===== config.mk =====
export PLATFORM = sky130hd
export DESIGN_NAME = rotpt_ctrl
export DESIGN_NICKNAME = d
export VERILOG_FILES = /design/src/sv/rotpt_pkg.sv /design/src/sv/rotpt_ctrl.sv
export SDC_FILE = /design/constraint.sdc
export NUM_CORES = 1
export LEC_CHECK = 0
export BUFFER_PORTS_ARGS = -buffer_cell sky130_fd_sc_hd__buf_4
export CAP_MARGIN = 0
export CELL_PAD_IN_SITES_DETAIL_PLACEMENT = 1
export CELL_PAD_IN_SITES_GLOBAL_PLACEMENT = 1
export CORE_MARGIN = 2
export CORE_UTILIZATION = 30
export CTS_CLUSTER_SIZE = 10
export DETAILED_ROUTE_END_ITERATION = 8
export PLACE_DENSITY_LB_ADDON = 0.1
export SYNTH_ARGS = -nofsm -noshare
export SYNTH_HDL_FRONTEND = slang
export SYNTH_SLANG_ARGS = --single-unit

===== constraint.sdc =====
create_clock -name clock -period 1.4 [get_ports clock]
set_input_delay 0.14 -clock clock [delete_from_list [all_inputs] [get_ports clock]]
set_output_delay 0.14 -clock clock [all_outputs]
set_load 0.01 [all_outputs]

===== src/sv/rotpt_pkg.sv =====
// ----------------------------------------------------------------------------
// rotpt_pkg
// shared types, widths and constants of the point rotation core
// ----------------------------------------------------------------------------
package rotpt_pkg;

   localparam int COORD_WIDTH    = 16;
   localparam int TRIG_FRAC_BITS = 15;
   localparam int TURN_WIDTH     = 16;

   // pipeline layout
   localparam int NUM_STAGES = 17;
   localparam int STG_TRIG   = 12;
   localparam int STG_PROD   = 13;
   localparam int STG_SUM    = 14;
   localparam int STG_ROUND  = 15;
   localparam int STG_OUT    = 16;

   // angle reduction
   localparam int TURN_UNITS    = 10000;
   localparam int QUARTER_UNITS = 2500;
   localparam int EIGHTH_UNITS  = 1250;
   localparam int TURN_OFFSET   = 4 * TURN_UNITS;
   localparam int TURN_WRAPS    = 7;
   localparam int UNWRAP_WIDTH  = 17;
   localparam int ANGLE_WIDTH   = 14;
   localparam int REST_WIDTH    = 12;
   localparam int KERN_WIDTH    = 11;

   // polynomial arithmetic in q30
   localparam int Q_BITS = 30;

   // kernel angle to radians: 2pi * 2^30 / 10000 split into whole and remainder
   localparam int X_STEP_INT    = 674651;
   localparam int X_STEP_FRAC   = 8852;
   localparam int X_ROUND       = TURN_UNITS / 2;
   localparam int XFRAC_WIDTH   = 24;
   localparam int X_DIV_SHIFT   = 40;
   localparam int XRECIP_WIDTH  = 27;
   localparam logic [XRECIP_WIDTH-1:0] X_DIV_RECIP = XRECIP_WIDTH'(
      ((64'd1 << X_DIV_SHIFT) + 64'(TURN_UNITS - 1)) / 64'(TURN_UNITS));

   // reciprocals for the horner divisors
   localparam int RECIP_WIDTH = 31;

   localparam int DIV_S1 = 42;
   localparam int DIV_S2 = 20;
   localparam int DIV_S3 = 6;
   localparam int DIV_C1 = 56;
   localparam int DIV_C2 = 30;
   localparam int DIV_C3 = 12;

   localparam int DIV_S1_SHIFT = Q_BITS + $clog2(DIV_S1);
   localparam int DIV_S2_SHIFT = Q_BITS + $clog2(DIV_S2);
   localparam int DIV_S3_SHIFT = Q_BITS + $clog2(DIV_S3);
   localparam int DIV_C1_SHIFT = Q_BITS + $clog2(DIV_C1);
   localparam int DIV_C2_SHIFT = Q_BITS + $clog2(DIV_C2);
   localparam int DIV_C3_SHIFT = Q_BITS + $clog2(DIV_C3);

   localparam logic [RECIP_WIDTH-1:0] DIV_S1_RECIP = RECIP_WIDTH'(
      ((64'd1 << DIV_S1_SHIFT) + 64'(DIV_S1 - 1)) / 64'(DIV_S1));
   localparam logic [RECIP_WIDTH-1:0] DIV_S2_RECIP = RECIP_WIDTH'(
      ((64'd1 << DIV_S2_SHIFT) + 64'(DIV_S2 - 1)) / 64'(DIV_S2));
   localparam logic [RECIP_WIDTH-1:0] DIV_S3_RECIP = RECIP_WIDTH'(
      ((64'd1 << DIV_S3_SHIFT) + 64'(DIV_S3 - 1)) / 64'(DIV_S3));
   localparam logic [RECIP_WIDTH-1:0] DIV_C1_RECIP = RECIP_WIDTH'(
      ((64'd1 << DIV_C1_SHIFT) + 64'(DIV_C1 - 1)) / 64'(DIV_C1));
   localparam logic [RECIP_WIDTH-1:0] DIV_C2_RECIP = RECIP_WIDTH'(
      ((64'd1 << DIV_C2_SHIFT) + 64'(DIV_C2 - 1)) / 64'(DIV_C2));
   localparam logic [RECIP_WIDTH-1:0] DIV_C3_RECIP = RECIP_WIDTH'(
      ((64'd1 << DIV_C3_SHIFT) + 64'(DIV_C3 - 1)) / 64'(DIV_C3));

   typedef struct packed {
      logic signed [COORD_WIDTH-1:0] origin_x;
      logic signed [COORD_WIDTH-1:0] origin_y;
      logic signed [COORD_WIDTH-1:0] point_x;
      logic signed [COORD_WIDTH-1:0] point_y;
      logic signed [TURN_WIDTH-1:0]  turn_hundredths;
   } req_word_type;

   typedef struct packed {
      logic signed [COORD_WIDTH-1:0] rotated_x;
      logic signed [COORD_WIDTH-1:0] rotated_y;
      logic                          saturated;
   } rsp_word_type;

endpackage


===== src/sv/rotpt_ctrl.sv =====
// ----------------------------------------------------------------------------
// rotpt_ctrl
// valid bits of the pipeline and per-stage load enables, bubbles collapse
// ----------------------------------------------------------------------------
module rotpt_ctrl (
   input  logic                                clock,
   input  logic                                reset,
   input  logic                                req_valid,
   output logic                                req_stall,
   output logic                                rsp_valid,
   input  logic                                rsp_stall,
   output logic [rotpt_pkg::NUM_STAGES-1:0]    stage_en
);

   localparam int LAST = rotpt_pkg::NUM_STAGES - 1;

   logic [LAST:0] valid_ff;
   logic [LAST:0] valid_in;

   assign stage_en[LAST] = !valid_ff[LAST] || !rsp_stall;

   for (genvar g = 0; g < LAST; g++) begin : g_en
      assign stage_en[g] = !valid_ff[g] || stage_en[g+1];
   end

   always_comb begin
      valid_in = valid_ff;
      if (stage_en[0]) begin
         valid_in[0] = req_valid;
      end
      for (int i = 1; i <= LAST; i++) begin
         if (stage_en[i]) begin
            valid_in[i] = valid_ff[i-1];
         end
      end
   end

   always_ff @(posedge clock) begin
      if (reset) begin
         valid_ff <= '0;
      end else begin
         valid_ff <= valid_in;
      end
   end

   assign req_stall = !stage_en[0];
   assign rsp_valid = valid_ff[LAST];

endmodule


Yosys cells after proc, flatten, opt, wreduce, memory -nomap -nowiden
Cells that the tools add are included.
{"block": "classes", "div_mod_pow": 0, "n_reduce_logical": 36, "n_bitwise": 0, "n_mul": 0, "order_cmp": 0, "n_eq_ne": 0, "n_mux": 0, "n_addsub": 0, "n_shift": 0}
{"cell": "logical NOT 1 bit", "n": 19}
{"cell": "logical OR 1 bit", "n": 17}
{"block": "word_totals", "in_bits": 4, "latchBits": 0, "ram_bits": 0, "n_memories": 0, "register_bits": 17, "rom_bits": 0, "elab_cells": 53}

Longest topological paths before layout
{"block": "depth", "depth_word": 19, "mapped_depth": 6, "depth_no_buf": 4}

Least setup slack after synthesis
OpenSTA, ideal clock, no wires.
{"block": "synth_path", "path_kind": "flip-flop to output port", "startpoint": "reg valid_ff[16]", "endpoint": "out stage_en[3] in the netlist's numbering", "setup_slack_ns": -0.007, "path_stages_with_launch": 5, "required_ns": 1.260, "n_path_buf": 1, "arrival_time_ns": 1.267, "path_cell_list": "dfxtp_1 and4_1 buf_2 nand4_1 or2_2"}
{"block": "synth_between", "elab_chain_len": 15}
{"element": "from (decl)", "line": "rotpt_ctrl.sv:17", "text": "logic [LAST:0] valid_ff;"}
{"element": "from (signal assigned)", "line": "rotpt_ctrl.sv:42", "text": "valid_ff <= valid_in;"}
{"element": "logical NOT 1 bit", "line": "rotpt_ctrl.sv:20", "text": "assign stage_en[LAST] = !valid_ff[LAST] || !rsp_stall;"}
{"element": "logical OR 1 bit", "line": "rotpt_ctrl.sv:20"}
{"element": "logical OR 1 bit (12 in a row)", "line": "rotpt_ctrl.sv:23", "text": "assign stage_en[g] = !valid_ff[g] || stage_en[g+1];"}
{"element": "named net stage_en (one bit)", "line": "rotpt_ctrl.sv:12", "text": "output logic [rotpt_pkg::NUM_STAGES-1:0] stage_en"}
{"element": "logical OR 1 bit", "line": "rotpt_ctrl.sv:23"}
{"element": "to (decl)", "line": "rotpt_ctrl.sv:12"}
The timed path passes the listed nets, and every way through them passes these cells.

Worst setup path after layout
{"block": "layout_path", "startpoint": "reg valid_ff[14]", "endpoint": "out stage_en[6] in the netlist's numbering"}
{"block": "layout_between", "elab_chain_len": 10}
{"element": "logical NOT 1 bit", "line": "rotpt_ctrl.sv:23"}
{"element": "logical OR 1 bit (9 in a row)", "line": "rotpt_ctrl.sv:23"}
Every way passes these cells.

==> flow_summary.ini <==
[clocking]
clock_sink_count = 17
h-tree-depth = 1
cts_tree = built
cts.path.max_buffers = 2
tritoncts.num_buffers = 3
clock_latency_on_the_worst_skew_pair_ps = 290
clockRootBuffer = sky130_fd_sc_hd__clkbuf_4
clk_pin_slew_worst_paths_ps = 100

[sta]
slew_violations = 0
finalCritPeriodShare = 1.13
postLayoutSetupSlackWorst_ps = -177
worstMarginPinSlew_ps = 234
worst_hold_slack_ps = 113
setup_viol_count_final = 14
min_period_ps = 1580
timing.final.hold_violations = 0
grt_setup_unrepaired = true
max_freq_mhz = 634
rel_slew_slack = 0.844
finClkSkew_ps = 0.788

[power_and_ir_drop]
power_frac_comb = 0.034
power_per_cell_area_mw_per_mm2 = 616
power_frac_clock = 0.337
swShare = 0.221
power_report.internal_total_w = 0.000607
ir_drop_worst_case_vdd_uv = 536
power_frac_seq = 0.629
power.net_switching_w = 0.000172
leakagePower_nw = 0.517

[finish]
largest_register = valid_ff
syn2layout_area_growth_pct = 67.3
mostFrequentLayoutCell = sky130_fd_sc_hd__buf_4
post_route_cells_drive_above_1_share = 0.545
finalNetCount = 139
top_regs = valid_ff: 17 flops
layout.core_utilization = 0.521
n_antenna_cell = 0
mostFrequentLayoutCells = sky130_fd_sc_hd__buf_4 (26), sky130_fd_sc_hd__buf_6 (18), sky130_fd_sc_hd__inv_1 (11), sky130_fd_sc_hd__a21oi_1 (10), sky130_fd_sc_hd__dfxtp_1 (9)
largest_register_ff_count = 17

[critical_path]
worst-endpoint-arrival_ps = 1440
crit_slowest_cell = sky130_fd_sc_hd__dfxtp_4
cp.required_ps = 1260
worstSetupPathType = flip-flop to output port
crit_path_max_fanout = 5
endpoint_kind = output port
crit_path_max_incr_delay_ps = 380
cell_by_cell_listing_of_the_critical_path = and4_4 -> and3_4 -> buf_6 -> nand3_2 -> buf_6
crit_top_cell = sky130_fd_sc_hd__buf_6
setup.worst_path.start_class = flip-flop

[detailed_routing]
vias = 812
drtPass1Iterations = 4
detail_route.vias_per_cell = 4.95
number_of_design_rule_violations_left_by_the_first_detailed_router_iteration = 17
final_routed_wire_length_divided_by_cell_count_um = 14.0
drcViolationCount = 0
routed_wl_mm = 2.30
route.antenna.remaining_nets = 0

[run]
max_cap_viol_count = 0

[die]
core_region_area_mm2 = 0.00243
start_util = 0.311
floorplan.die_area_mm2 = 0.00294
row_count = 18
die_height_um = 54.2
chipWidth_um = 54.2
io_pins = 23

[synth]
mappedNetlistArea_um2 = 757
yosys-top-cells-area = sky130_fd_sc_hd__dfxtp_1 (45%), sky130_fd_sc_hd__and4_1 (8.1%), sky130_fd_sc_hd__a21oi_1 (6.6%)
netlist_instances = 92
yosys.cell_types.count = 24
synthMuxAreaShare = 0
netlist.top_cell.by_area = sky130_fd_sc_hd__dfxtp_1
post_synth_xor_area_fraction = 0
synth_top_area_frac = 0.450
synth-simple-area-share = 0.321
avgSynthCellArea_um2 = 8.23
dominant_combinational_cell_family_by_area_after_synthesis = simple AND/OR/NAND/NOR gates
yosysWarnings = 0
synth.yosys.seq_area_share = 0.450
synth_fa_ha_area_frac = 0
synth-compound-area-share = 0.127
syn_nets = 96
synth-seq-cells = 17

[global_routing]
pin_count_of_the_biggest_net_entering_global_routing = 21
initial_antenna_violation_count = 0
grt_util_all_layers = 0.171
grt_remaining_overflow = 0
first_global_vias = 791
grt_pass1_wl_mm = 3.58

[place]
place.detailed.hpwl_mm = 1.62
buffers_added_on_ports = 22
place.gp.congestion = 0.752

[status]
violations_in_the_final_reports = negative setup slack
run_status = finished, violations left

[worst_hold_path]
worstHoldPathType = input port to flip-flop
==> area by class of cell <==
class,count,area [µm²]
Fill cell,288,1170
Inverter,13,48.8
Tap cell,30,37.5
Clock buffer,4,26.3
Multi-Input combinational cell,56,403
Sequential cell,17,353
Timing Repair Buffer,44,398
==> final timing paths <==
kind,from,endpoint,slack (ps),cells after the start
setup / recovery,valid_ff[14],stage_en[6],-180,5
hold / removal,rsp_stall,valid_ff[16],110,3
setup reg to reg,valid_ff[14],valid_ff[1],10,6
hold reg to reg,valid_ff[10],valid_ff[11],460,2
==> what timing repair did <==
action / in CTS / in global routing
setup buffers: 5 / 4
gates resized for setup: 24 / 17
hold endpoints to repair: 0 / 0
hold buffers: 0 / 0
gates cloned: 0 / 0
setup endpoints to repair: 14 / 16
pin swaps: 6 / 5
==> routing by layer <==
| layer | up-vias | share of wire | track usage |
|---|---|---|---|
| met5 | - | 0 | 0 |
| met4 | 0 | 0.0057 | 0.0375 |
| met3 | 2 | 0.045 | 0.0519 |
| met2 | 17 | 0.49 | 0.303 |
| met1 | 387 | 0.46 | 0.201 |
| li1 | 406 | - | - |
==> power by group through the flow <==
stage	sequential [W]	combinational (W)	clock [W]
final	0.000491	0.0000264	0.000263
after CTS	0.000493	0.0000250	0.000272
after global routing	0.000491	0.0000289	0.000303
after global placement	0.000503	0.0000241	0
after detailed placement	0.000504	0.0000249	0
after floorplan	0.000502	0.0000130	0
==> cells by family after synthesis <==
family | after synthesis
buffers and inverters | 19
AOI/OAI and AO/OA | 16
DFF | 17
and+or+nand+nor | 40
==> stage by stage <==
stage                     power [W]  instance area (µm²)  worst slack [ps]  setup TNS [ps]  cells
final                      0.000780                 1270              -177           -1980    164
after global routing       0.000823                 1270              -254           -3270    164
after CTS                  0.000790                 1170              -178           -1700    160
after detailed placement   0.000529                 1030             -17.4           -17.4    151
after global placement     0.000527                 1030              7.15               0    151
after floorplan            0.000515                  758              19.5               0     92
==> cells in the mapped netlist <==
| cell | instances |
|---|---|
| sky130_fd_sc_hd__and3_4 | 1 |
| sky130_fd_sc_hd__a21oi_1 | 10 |
| sky130_fd_sc_hd__dfxtp_1 | 17 |
| sky130_fd_sc_hd__and4_1 | 7 |
| sky130_fd_sc_hd__nand2b_1 | 1 |
| sky130_fd_sc_hd__nor2_1 | 6 |
| sky130_fd_sc_hd__nand2_1 | 7 |
| sky130_fd_sc_hd__a21oi_2 | 1 |
| sky130_fd_sc_hd__clkbuf_1 | 3 |
| sky130_fd_sc_hd__inv_2 | 2 |
| sky130_fd_sc_hd__inv_1 | 11 |
| sky130_fd_sc_hd__or4_4 | 1 |
| sky130_fd_sc_hd__buf_4 | 1 |
| sky130_fd_sc_hd__nand3b_1 | 2 |
| sky130_fd_sc_hd__o31ai_1 | 1 |
| sky130_fd_sc_hd__nand3_1 | 4 |
| sky130_fd_sc_hd__or3_1 | 1 |
| sky130_fd_sc_hd__and3_1 | 4 |
| sky130_fd_sc_hd__and2_1 | 1 |
| sky130_fd_sc_hd__o22ai_1 | 2 |
| sky130_fd_sc_hd__a41oi_1 | 2 |
| sky130_fd_sc_hd__nand4_1 | 4 |
| sky130_fd_sc_hd__or2_2 | 1 |
| sky130_fd_sc_hd__buf_2 | 2 |
==> critical path: cells and delay by family (launching register included) <==
kind	cells	cell delay (ps)
AND/OR/NAND/NOR	3	520
flip-flops	1	380
buffers and inverters	2	250
Power figures use the tool's default switching activity.
