<file path="src/sv/rotpt_pkg.sv">
// ----------------------------------------------------------------------------
// rotpt_pkg
// shared types, widths and constants of the point rotation core
// ----------------------------------------------------------------------------
package rotpt_pkg;

   localparam int COORD_WIDTH    = 16;
   localparam int TRIG_FRAC_BITS = 15;
   localparam int TURN_WIDTH     = 16;

   // pipeline layout
   localparam int NUM_STAGES = 17;
   localparam int STG_TRIG   = 12;
   localparam int STG_PROD   = 13;
   localparam int STG_SUM    = 14;
   localparam int STG_ROUND  = 15;
   localparam int STG_OUT    = 16;

   // angle reduction
   localparam int TURN_UNITS    = 10000;
   localparam int QUARTER_UNITS = 2500;
   localparam int EIGHTH_UNITS  = 1250;
   localparam int TURN_OFFSET   = 4 * TURN_UNITS;
   localparam int TURN_WRAPS    = 7;
   localparam int UNWRAP_WIDTH  = 17;
   localparam int ANGLE_WIDTH   = 14;
   localparam int REST_WIDTH    = 12;
   localparam int KERN_WIDTH    = 11;

   // polynomial arithmetic in q30
   localparam int Q_BITS = 30;

   // kernel angle to radians: 2pi * 2^30 / 10000 split into whole and remainder
   localparam int X_STEP_INT    = 674651;
   localparam int X_STEP_FRAC   = 8852;
   localparam int X_ROUND       = TURN_UNITS / 2;
   localparam int XFRAC_WIDTH   = 24;
   localparam int X_DIV_SHIFT   = 40;
   localparam int XRECIP_WIDTH  = 27;
   localparam logic [XRECIP_WIDTH-1:0] X_DIV_RECIP = XRECIP_WIDTH'(
      ((64'd1 << X_DIV_SHIFT) + 64'(TURN_UNITS - 1)) / 64'(TURN_UNITS));

   // reciprocals for the horner divisors
   localparam int RECIP_WIDTH = 31;

   localparam int DIV_S1 = 42;
   localparam int DIV_S2 = 20;
   localparam int DIV_S3 = 6;
   localparam int DIV_C1 = 56;
   localparam int DIV_C2 = 30;
   localparam int DIV_C3 = 12;

   localparam int DIV_S1_SHIFT = Q_BITS + $clog2(DIV_S1);
   localparam int DIV_S2_SHIFT = Q_BITS + $clog2(DIV_S2);
   localparam int DIV_S3_SHIFT = Q_BITS + $clog2(DIV_S3);
   localparam int DIV_C1_SHIFT = Q_BITS + $clog2(DIV_C1);
   localparam int DIV_C2_SHIFT = Q_BITS + $clog2(DIV_C2);
   localparam int DIV_C3_SHIFT = Q_BITS + $clog2(DIV_C3);

   localparam logic [RECIP_WIDTH-1:0] DIV_S1_RECIP = RECIP_WIDTH'(
      ((64'd1 << DIV_S1_SHIFT) + 64'(DIV_S1 - 1)) / 64'(DIV_S1));
   localparam logic [RECIP_WIDTH-1:0] DIV_S2_RECIP = RECIP_WIDTH'(
      ((64'd1 << DIV_S2_SHIFT) + 64'(DIV_S2 - 1)) / 64'(DIV_S2));
   localparam logic [RECIP_WIDTH-1:0] DIV_S3_RECIP = RECIP_WIDTH'(
      ((64'd1 << DIV_S3_SHIFT) + 64'(DIV_S3 - 1)) / 64'(DIV_S3));
   localparam logic [RECIP_WIDTH-1:0] DIV_C1_RECIP = RECIP_WIDTH'(
      ((64'd1 << DIV_C1_SHIFT) + 64'(DIV_C1 - 1)) / 64'(DIV_C1));
   localparam logic [RECIP_WIDTH-1:0] DIV_C2_RECIP = RECIP_WIDTH'(
      ((64'd1 << DIV_C2_SHIFT) + 64'(DIV_C2 - 1)) / 64'(DIV_C2));
   localparam logic [RECIP_WIDTH-1:0] DIV_C3_RECIP = RECIP_WIDTH'(
      ((64'd1 << DIV_C3_SHIFT) + 64'(DIV_C3 - 1)) / 64'(DIV_C3));

   typedef struct packed {
      logic signed [COORD_WIDTH-1:0] origin_x;
      logic signed [COORD_WIDTH-1:0] origin_y;
      logic signed [COORD_WIDTH-1:0] point_x;
      logic signed [COORD_WIDTH-1:0] point_y;
      logic signed [TURN_WIDTH-1:0]  turn_hundredths;
   } req_word_type;

   typedef struct packed {
      logic signed [COORD_WIDTH-1:0] rotated_x;
      logic signed [COORD_WIDTH-1:0] rotated_y;
      logic                          saturated;
   } rsp_word_type;

endpackage

</file>
<file path="src/sv/rotpt_rot.sv">
// ----------------------------------------------------------------------------
// rotpt_rot
// offset from origin, rotation products, rounding and saturating add-back
// ----------------------------------------------------------------------------
module rotpt_rot #(
   parameter int TRIG_FRAC_BITS = rotpt_pkg::TRIG_FRAC_BITS
) (
   input  logic                               clock,
   input  logic [rotpt_pkg::NUM_STAGES-1:0]   stage_en,
   input  rotpt_pkg::req_word_type            req_word,
   input  logic signed [TRIG_FRAC_BITS+1:0]   cos_val,
   input  logic signed [TRIG_FRAC_BITS+1:0]   sin_val,
   output rotpt_pkg::rsp_word_type            rsp_word
);

   localparam int XW    = rotpt_pkg::COORD_WIDTH;
   localparam int DW    = XW + 1;
   localparam int PW    = XW + TRIG_FRAC_BITS + 3;
   localparam int RW    = XW + 3;
   localparam int EW    = XW + 4;
   localparam int ST    = rotpt_pkg::STG_TRIG;
   localparam int SPROD = rotpt_pkg::STG_PROD;
   localparam int SSUM  = rotpt_pkg::STG_SUM;
   localparam int SRND  = rotpt_pkg::STG_ROUND;
   localparam int SOUT  = rotpt_pkg::STG_OUT;

   localparam logic signed [PW-1:0] HALF = PW'(1) << (TRIG_FRAC_BITS - 1);

   // returns {clamped, value}
   function automatic logic [XW:0] clamp(input logic signed [EW-1:0] v);
      logic [XW-1:0] lim;
      lim = v[EW-1] ? {1'b1, {(XW-1){1'b0}}} : {1'b0, {(XW-1){1'b1}}};
      if (v[EW-1:XW-1] == {(EW-XW+1){v[EW-1]}}) begin
         return {1'b0, v[XW-1:0]};
      end
      return {1'b1, lim};
   endfunction

   logic signed [DW-1:0] dx_ff [0:ST];
   logic signed [DW-1:0] dy_ff [0:ST];
   logic signed [XW-1:0] ox_ff [0:SRND];
   logic signed [XW-1:0] oy_ff [0:SRND];
   logic signed [PW-1:0] mxc_ff, mys_ff, mxs_ff, myc_ff;
   logic signed [PW-1:0] sx_ff, sy_ff;
   logic signed [RW-1:0] rx_ff, ry_ff;
   rotpt_pkg::rsp_word_type rsp_word_ff;

   logic signed [PW-1:0] rx_sum, ry_sum;
   logic signed [RW-1:0] rx_in, ry_in;
   logic signed [EW-1:0] ex, ey;
   logic [XW:0]          cx, cy;
   rotpt_pkg::rsp_word_type rsp_word_in;

   // round half away from zero
   always_comb begin
      rx_sum = sx_ff + HALF - $signed(PW'(sx_ff[PW-1]));
      ry_sum = sy_ff + HALF - $signed(PW'(sy_ff[PW-1]));
      rx_in  = RW'(rx_sum >>> TRIG_FRAC_BITS);
      ry_in  = RW'(ry_sum >>> TRIG_FRAC_BITS);
   end

   always_comb begin
      ex = EW'(ox_ff[SRND]) + EW'(rx_ff);
      ey = EW'(oy_ff[SRND]) + EW'(ry_ff);
      cx = clamp(ex);
      cy = clamp(ey);
      rsp_word_in.rotated_x = cx[XW-1:0];
      rsp_word_in.rotated_y = cy[XW-1:0];
      rsp_word_in.saturated = cx[XW] | cy[XW];
   end

   always_ff @(posedge clock) begin
      if (stage_en[0]) begin
         dx_ff[0] <= DW'(req_word.point_x) - DW'(req_word.origin_x);
         dy_ff[0] <= DW'(req_word.point_y) - DW'(req_word.origin_y);
         ox_ff[0] <= req_word.origin_x;
         oy_ff[0] <= req_word.origin_y;
      end
      for (int i = 1; i <= ST; i++) begin
         if (stage_en[i]) begin
            dx_ff[i] <= dx_ff[i-1];
            dy_ff[i] <= dy_ff[i-1];
         end
      end
      for (int i = 1; i <= SRND; i++) begin
         if (stage_en[i]) begin
            ox_ff[i] <= ox_ff[i-1];
            oy_ff[i] <= oy_ff[i-1];
         end
      end
      if (stage_en[SPROD]) begin
         mxc_ff <= PW'(dx_ff[ST]) * PW'(cos_val);
         mys_ff <= PW'(dy_ff[ST]) * PW'(sin_val);
         mxs_ff <= PW'(dx_ff[ST]) * PW'(sin_val);
         myc_ff <= PW'(dy_ff[ST]) * PW'(cos_val);
      end
      if (stage_en[SSUM]) begin
         sx_ff <= mxc_ff - mys_ff;
         sy_ff <= mxs_ff + myc_ff;
      end
      if (stage_en[SRND]) begin
         rx_ff <= rx_in;
         ry_ff <= ry_in;
      end
      if (stage_en[SOUT]) begin
         rsp_word_ff <= rsp_word_in;
      end
   end

   assign rsp_word = rsp_word_ff;

endmodule

</file>
<file path="config.mk">
export PLATFORM = sky130hd
export DESIGN_NAME = rotpt_rot
export DESIGN_NICKNAME = d
export VERILOG_FILES = /design/src/sv/rotpt_pkg.sv /design/src/sv/rotpt_rot.sv
export SDC_FILE = /design/constraint.sdc
export NUM_CORES = 2
export LEC_CHECK = 0
export BUFFER_PORTS_ARGS = -buffer_cell sky130_fd_sc_hd__buf_2
export CELL_PAD_IN_SITES_DETAIL_PLACEMENT = 0
export CELL_PAD_IN_SITES_GLOBAL_PLACEMENT = 1
export CORE_MARGIN = 2
export CORE_UTILIZATION = 30
export CTS_CLUSTER_SIZE = 8
export DETAILED_ROUTE_END_ITERATION = 8
export GPL_ROUTABILITY_DRIVEN = 0
export PLACE_DENSITY = 0.49
export SLEW_MARGIN = 15
export SYNTH_ARGS = -nofsm -noshare
export SYNTH_HDL_FRONTEND = slang
export SYNTH_SLANG_ARGS = --single-unit
</file>
<file path="constraint.sdc">
create_clock -name clock -period 10.7 [get_ports clock]
set_input_delay 2.14 -clock clock [delete_from_list [all_inputs] [get_ports clock]]
set_output_delay 2.14 -clock clock [all_outputs]
set_load 0.01 [all_outputs]
</file>
# After elaboration in Yosys (flattened, before gate mapping)
# Memory sizes are Yosys's and may differ from the RTL's.
# Index checks and enable logic that the tools add are counted.
[totals]
latchBits = 0
in_bits = 132
elab_cells = 72
rom_bits = 0
n_memories = 4
register_bits = 275
mem_bits_rw = 954
[op_classes]
n_eq_ne = 2
bitwise = 1
muxes = 40
multipliers = 4
n_reduce_logical = 0
add_sub_neg = 10
magnitude_cmp = 0
div_mod_pow = 0
shifts = 0
[memory_table]
columns = ["name", "words", "width", "rd", "rd_clocked_by_memory_dff", "wr", "line_no", "source"]
rows = [
  ["ox_ff", 16, 16, 16, 0, 16, "rotpt_rot.sv:41", "logic signed [XW-1:0] ox_ff [0:SRND];"],
  ["oy_ff", 16, 16, 16, 0, 16, "rotpt_rot.sv:42", "logic signed [XW-1:0] oy_ff [0:SRND];"],
  ["dx_ff", 13, 17, 13, 0, 13, "rotpt_rot.sv:39", "logic signed [DW-1:0] dx_ff [0:ST];"],
  ["dy_ff", 13, 17, 13, 0, 13, "rotpt_rot.sv:40", "logic signed [DW-1:0] dy_ff [0:ST];"],
]
[op_table]
columns = ["op", "count"]
rows = [
  ["17-bit by 17-bit multiplier with 34-bit output", 4],
  ["34-bit by 16-bit adder with 34-bit output, second input constant", 2],
  ["17-bit 2-to-1 mux", 4],
  ["34-bit by 2-bit subtractor with 34-bit output", 2],
  ["16-bit by 19-bit adder with 20-bit output", 2],
  ["34-bit adder", 1],
  ["1-bit 2-to-1 mux", 34],
  ["16-bit by 16-bit subtractor with 17-bit output", 2],
  ["34-bit subtractor", 1],
  ["16-bit 2-to-1 mux", 2],
  ["4-bit == test", 2],
  ["1-bit OR", 1],
]

# Depth between registers and ports, before layout
[logic_depth]
depth_word = 5
ltp_mapped = 25

# Least setup slack after synthesis
# Ideal clock, no wire load.
[synth_timing]
path_type = "input port to flip-flop"
from = "input sin_val[2]"
to = "register mys_ff[33] (data pin)"
t_arrival_ns = 8.036
slack_ns = 2.404
n_path_buf = 1
stages = 20
cell_sequence = "clkbuf_1 -> nand2_1 -> inv_1 -> fa_1 -> fa_1 -> fa_1 -> fa_1 -> fa_1 -> inv_1 -> fa_1 -> inv_1 -> ha_1 -> and2_1 -> or4b_1 -> a21oi_1 -> o2bb2ai_1 -> a21o_1 -> or4b_1 -> a31oi_1 -> xnor2_1"
[synth_between]
elab_chain_cells = 1
[synth_lines]
columns = ["item", "line_no", "source"]
rows = [
  ["from (decl)", "rotpt_rot.sv:12", "input logic signed [TRIG_FRAC_BITS+1:0] sin_val,"],
  ["17-bit by 17-bit multiplier with 34-bit output", "rotpt_rot.sv:93", "mys_ff <= PW'(dy_ff[ST]) * PW'(sin_val);"],
  ["to (signal assigned)", "rotpt_rot.sv:93", ""],
  ["to (decl)", "rotpt_rot.sv:43", "logic signed [PW-1:0] mxc_ff, mys_ff, mxs_ff, myc_ff;"],
]
# Every way passes these cells.
# A chain may end at the register's enable or synchronous reset.

# Worst setup path after layout
[layout_timing]
from = "input sin_val[2]"
to = "register mys_ff[31] (data pin)"
# Same word-level chain as after synthesis.

==> results by group <==
Synthesis
  – #FFs+latches synth: between 1000 and 1500
  – Synth warn: 0
  – EDFF count, synth: roughly 1200
  – Syn Nets: 9185
  – Seq/Total Area, Yosys: 0.412
  – Netlist cell types: just under 80
  – Mapped cell area: between 80000 and 90000 µm²
  – FFs w/ async S/R, synth: 0
  – Cell taking the most area after synthesis: edfxtp_1
  – Post-Synthesis Cells: approximately 7300
  – Synth area leaders: edfxtp_1 41%, fa_1 27%, ha_1 7.5%
  – Yosys top cell area share: 0.412
  – Post-synth top flop: edfxtp_1
  – Syn_area_per_cell: 12.2 µm²

STA
  – Final period util: 0.829
  – Worst Tran Pin Value: approximately 1.1 ns
  – Layout Skew: between 0.08 and 0.09 ns
  – Crit path time final: between 8 and 9 ns
  – Count of final hold-check violations: 0
  – Final setup vio count: 0
  – Relative slew slack: 0.237
  – RSZ-0062 raised after global routing: no
  – Setup TNS Final: 0 ns
  – Slew Limit Fails: 0
  – Peak Freq: 113 MHz

CTS
  – Post-CTS setup buffer count: 0
  – CTS Hold Bufs: 0
  – H-Tree Depth: 4
  – CTS tree: built
  – Worst skew pair latency: around 0.83 ns
  – Clock buffer depth: 4
  – CTS buffer count: approximately 190
  – CTS clk-pin slew, worst paths: roughly 0.05 ns
  – Post-CTS resize count: 0
  – Root cell of the clock tree: clkbuf_16
  – # clock sinks: ~1200

Detailed routing
  – Total Wirelength: approximately 220 mm
  – Via count: 51300
  – DR DRC count: 0
  – ANT nets after route: 0
  – DRT Pass-1 Iters: 7
  – Metal-1 WL: slightly below 100 mm
  – Wire length on met2: approximately 100 mm
  – Initial DRC count: approximately 2800
  – Top layer in use: met5
  – DR vias/cell: around 4.5
  – Mean routed wirelength per cell: ~19 µm
  – Met3 routed WL: around 8.1 mm

Placed design
  – Port Buf Inserts: about 150
  – Post-DP HPWL: ~160 mm

Die
  – DIE HEIGHT: between 500 and 600 µm
  – Top Ports: approximately 170
  – Die W: roughly 550 µm
  – Die ar.: just over 300000 µm²
  – Initial core utilization: 0.302
  – Cell Rows: 200
  – Core ar.: just under 300000 µm²

Worst setup path
  – Most used cell, CP: fa_1
  – Slowest stage delay, CP: ~0.92 ns
  – Cell family with most CP delay: adder cells
  – Crit path kind: input pin to flop
  – Worst-path maximum fanout: 34
  – Worst path slowest cell: fa_1
  – Buf/Inv on CP: 4
  – Crit start category: input pin
  – WP data arrival: between 9 and 10 ns
  – Crit path cell chain: buf_2 > nand2_1 > inv_1 > fa_1 > fa_1 > fa_1 > fa_1 > fa_1 > inv_1 > fa_1 > inv_1 > ha_1 > and2_1 > or4b_1 > a21oi_1 > o2bb2ai_1 > a2111oi_0 > o21bai_1 > a21oi_1 > xnor2_1
  – CP required: ~11 ns
  – Setup crit end kind: flop

GRT
  – Antenna violations before repair: 29
  – GRT Total Usage: 0.150
  – Vias in the first global route: around 57000
  – Largest net degree at the start of global routing: 78
  – First-pass GRT wire length: approximately 340 mm
  – GRT overflow: 0

Final layout
  – Fin nets: 9380
  – P&R area growth vs syn: 11.6%
  – Util after Layout: 0.337
  – Filler cells: about 30000
  – Share of layout cells above drive strength 1: 0.0606

Status
  – Run status: complete, no violations

Hold path
  – Type of the worst min-delay path: flop to flop

Flow run
  – Max-Cap Viols: 0
[synth_stat cells (5+ instances only)]
library cell and instances:
nand2_1 623, nor3_1 43, fa_1 1190, xnor2_1 222, and2_1 594, a211oi_1 24, inv_1 1422, xor2_1 66
nand2b_1 49, a211o_1 11, nor4_1 6, o41ai_1 6, clkbuf_1 216, a31o_2 16, o211ai_1 6, nand3b_1 7
nor2_1 219, and3_1 20, o21ai_0 126, edfxtp_1 1229, a41oi_1 5, a22oi_1 6, or3_1 5, a41o_1 6
o21a_1 45, o2111ai_1 6, o31a_1 5, a2111oi_0 8, a21oi_1 204, nand4_1 22, o21bai_1 34, o31ai_1 11
a21boi_0 10, nor2b_1 38, a31oi_1 19, a21o_1 137, ha_1 540, nand3_1 45
[layer usage]
| metal | up-vias | global-route usage |
|---|---|---|
| met5 | - | 0 |
| met4 | 6 | 0.0597 |
| met3 | 262 | 0.0191 |
| met2 | 888 | 0.245 |
| met1 | 26200 | 0.202 |
| li1 | 23900 | - |
[state kept, by name (all words and copies together), names as in the netlist, 33 cells and up]
register	flops
mys_ff	34
rsp_word	33
dx_ff	221
mxs_ff	34
sy_ff	34
dy_ff	221
oy_ff	256
myc_ff	34
ox_ff	256
mxc_ff	34
sx_ff	34
[cell families after synthesis]
group	count (synthesis)	synth area share
flops	1229	0.412
mux	4	0.000461
simple gates	1691	0.0940
buf+inv	1644	0.0690
fa+ha+maj	1730	0.342
compound gates	737	0.0544
xor+xnor	288	0.0282
[through the flow]
stage | setup WS, ns | hold WS, ns | cell area [µm²] | instances
after floorplan | 2.40 | 0.400 | 89500 | 7323
after global placement | 1.08 | 0.401 | 95000 | 11300
after detailed placement | 1.07 | 0.405 | 95000 | 11300
after CTS | 1.98 | 0.370 | 99900 | 11500
after global routing | 1.29 | 0.385 | 99900 | 11500
final | 1.83 | 0.376 | 99900 | 11500
[placed cells by master, fill, tap and decap left out, drive strengths merged, types with 7 or more instances in the layout]
master   Yosys  final
o21a        45     45
xnor2      222    222
inv       1422   1425
nand2b      49     49
a211oi      25     25
diode        0     13
a2111oi      8      8
nand4       22     22
nand2      623    623
ha         540    540
nor2       219    219
a21o       137    137
buf          4    227
nor2b       38     38
nand3       45     45
and3        21     21
a21oi      204    204
fa        1190   1190
and2       594    594
o31ai       12     12
nor3        43     43
edfxtp    1229   1229
clkbuf     216    193
o21ai      129    129
nand3b       7      7
a21boi      10     10
a31oi       20     20
o21bai      34     34
clkinv       2     17
xor2        66     66
a31o        16     16
a211o       11     11
[path summary, 6_finish.rpt]
kind                                from                     end  slack, ns  cells past startpoint
setup reg to reg  dx_ff[1][73]$_DFFE_PP_    mxc_ff[30]$_DFFE_PP_       2.70                     21
hold / removal    dy_ff[1][14]$_DFFE_PP_  dy_ff[1][31]$_DFFE_PP_       0.38                      0
setup / recovery              sin_val[2]    mys_ff[31]$_DFFE_PP_       1.83                     20
hold reg to reg   dy_ff[1][14]$_DFFE_PP_  dy_ff[1][31]$_DFFE_PP_       0.38                      0
[layout make-up]
type                    instances  area [µm²]  share of cell area
clock inverters                22         235             0.00235
clock buffers                 192        4660              0.0466
multi-input cells            4450       46400               0.465
repair buffers                228        1360              0.0136
diodes                         13        32.5            0.000326
flip-flops and latches       1229       36900               0.369
inverters                    1424        5350              0.0535
well taps                    3939        4930              0.0493
Power is left out: the tool's default activity adds up to more than one toggle a clock period on the data nets, which glitch-free logic cannot reach.
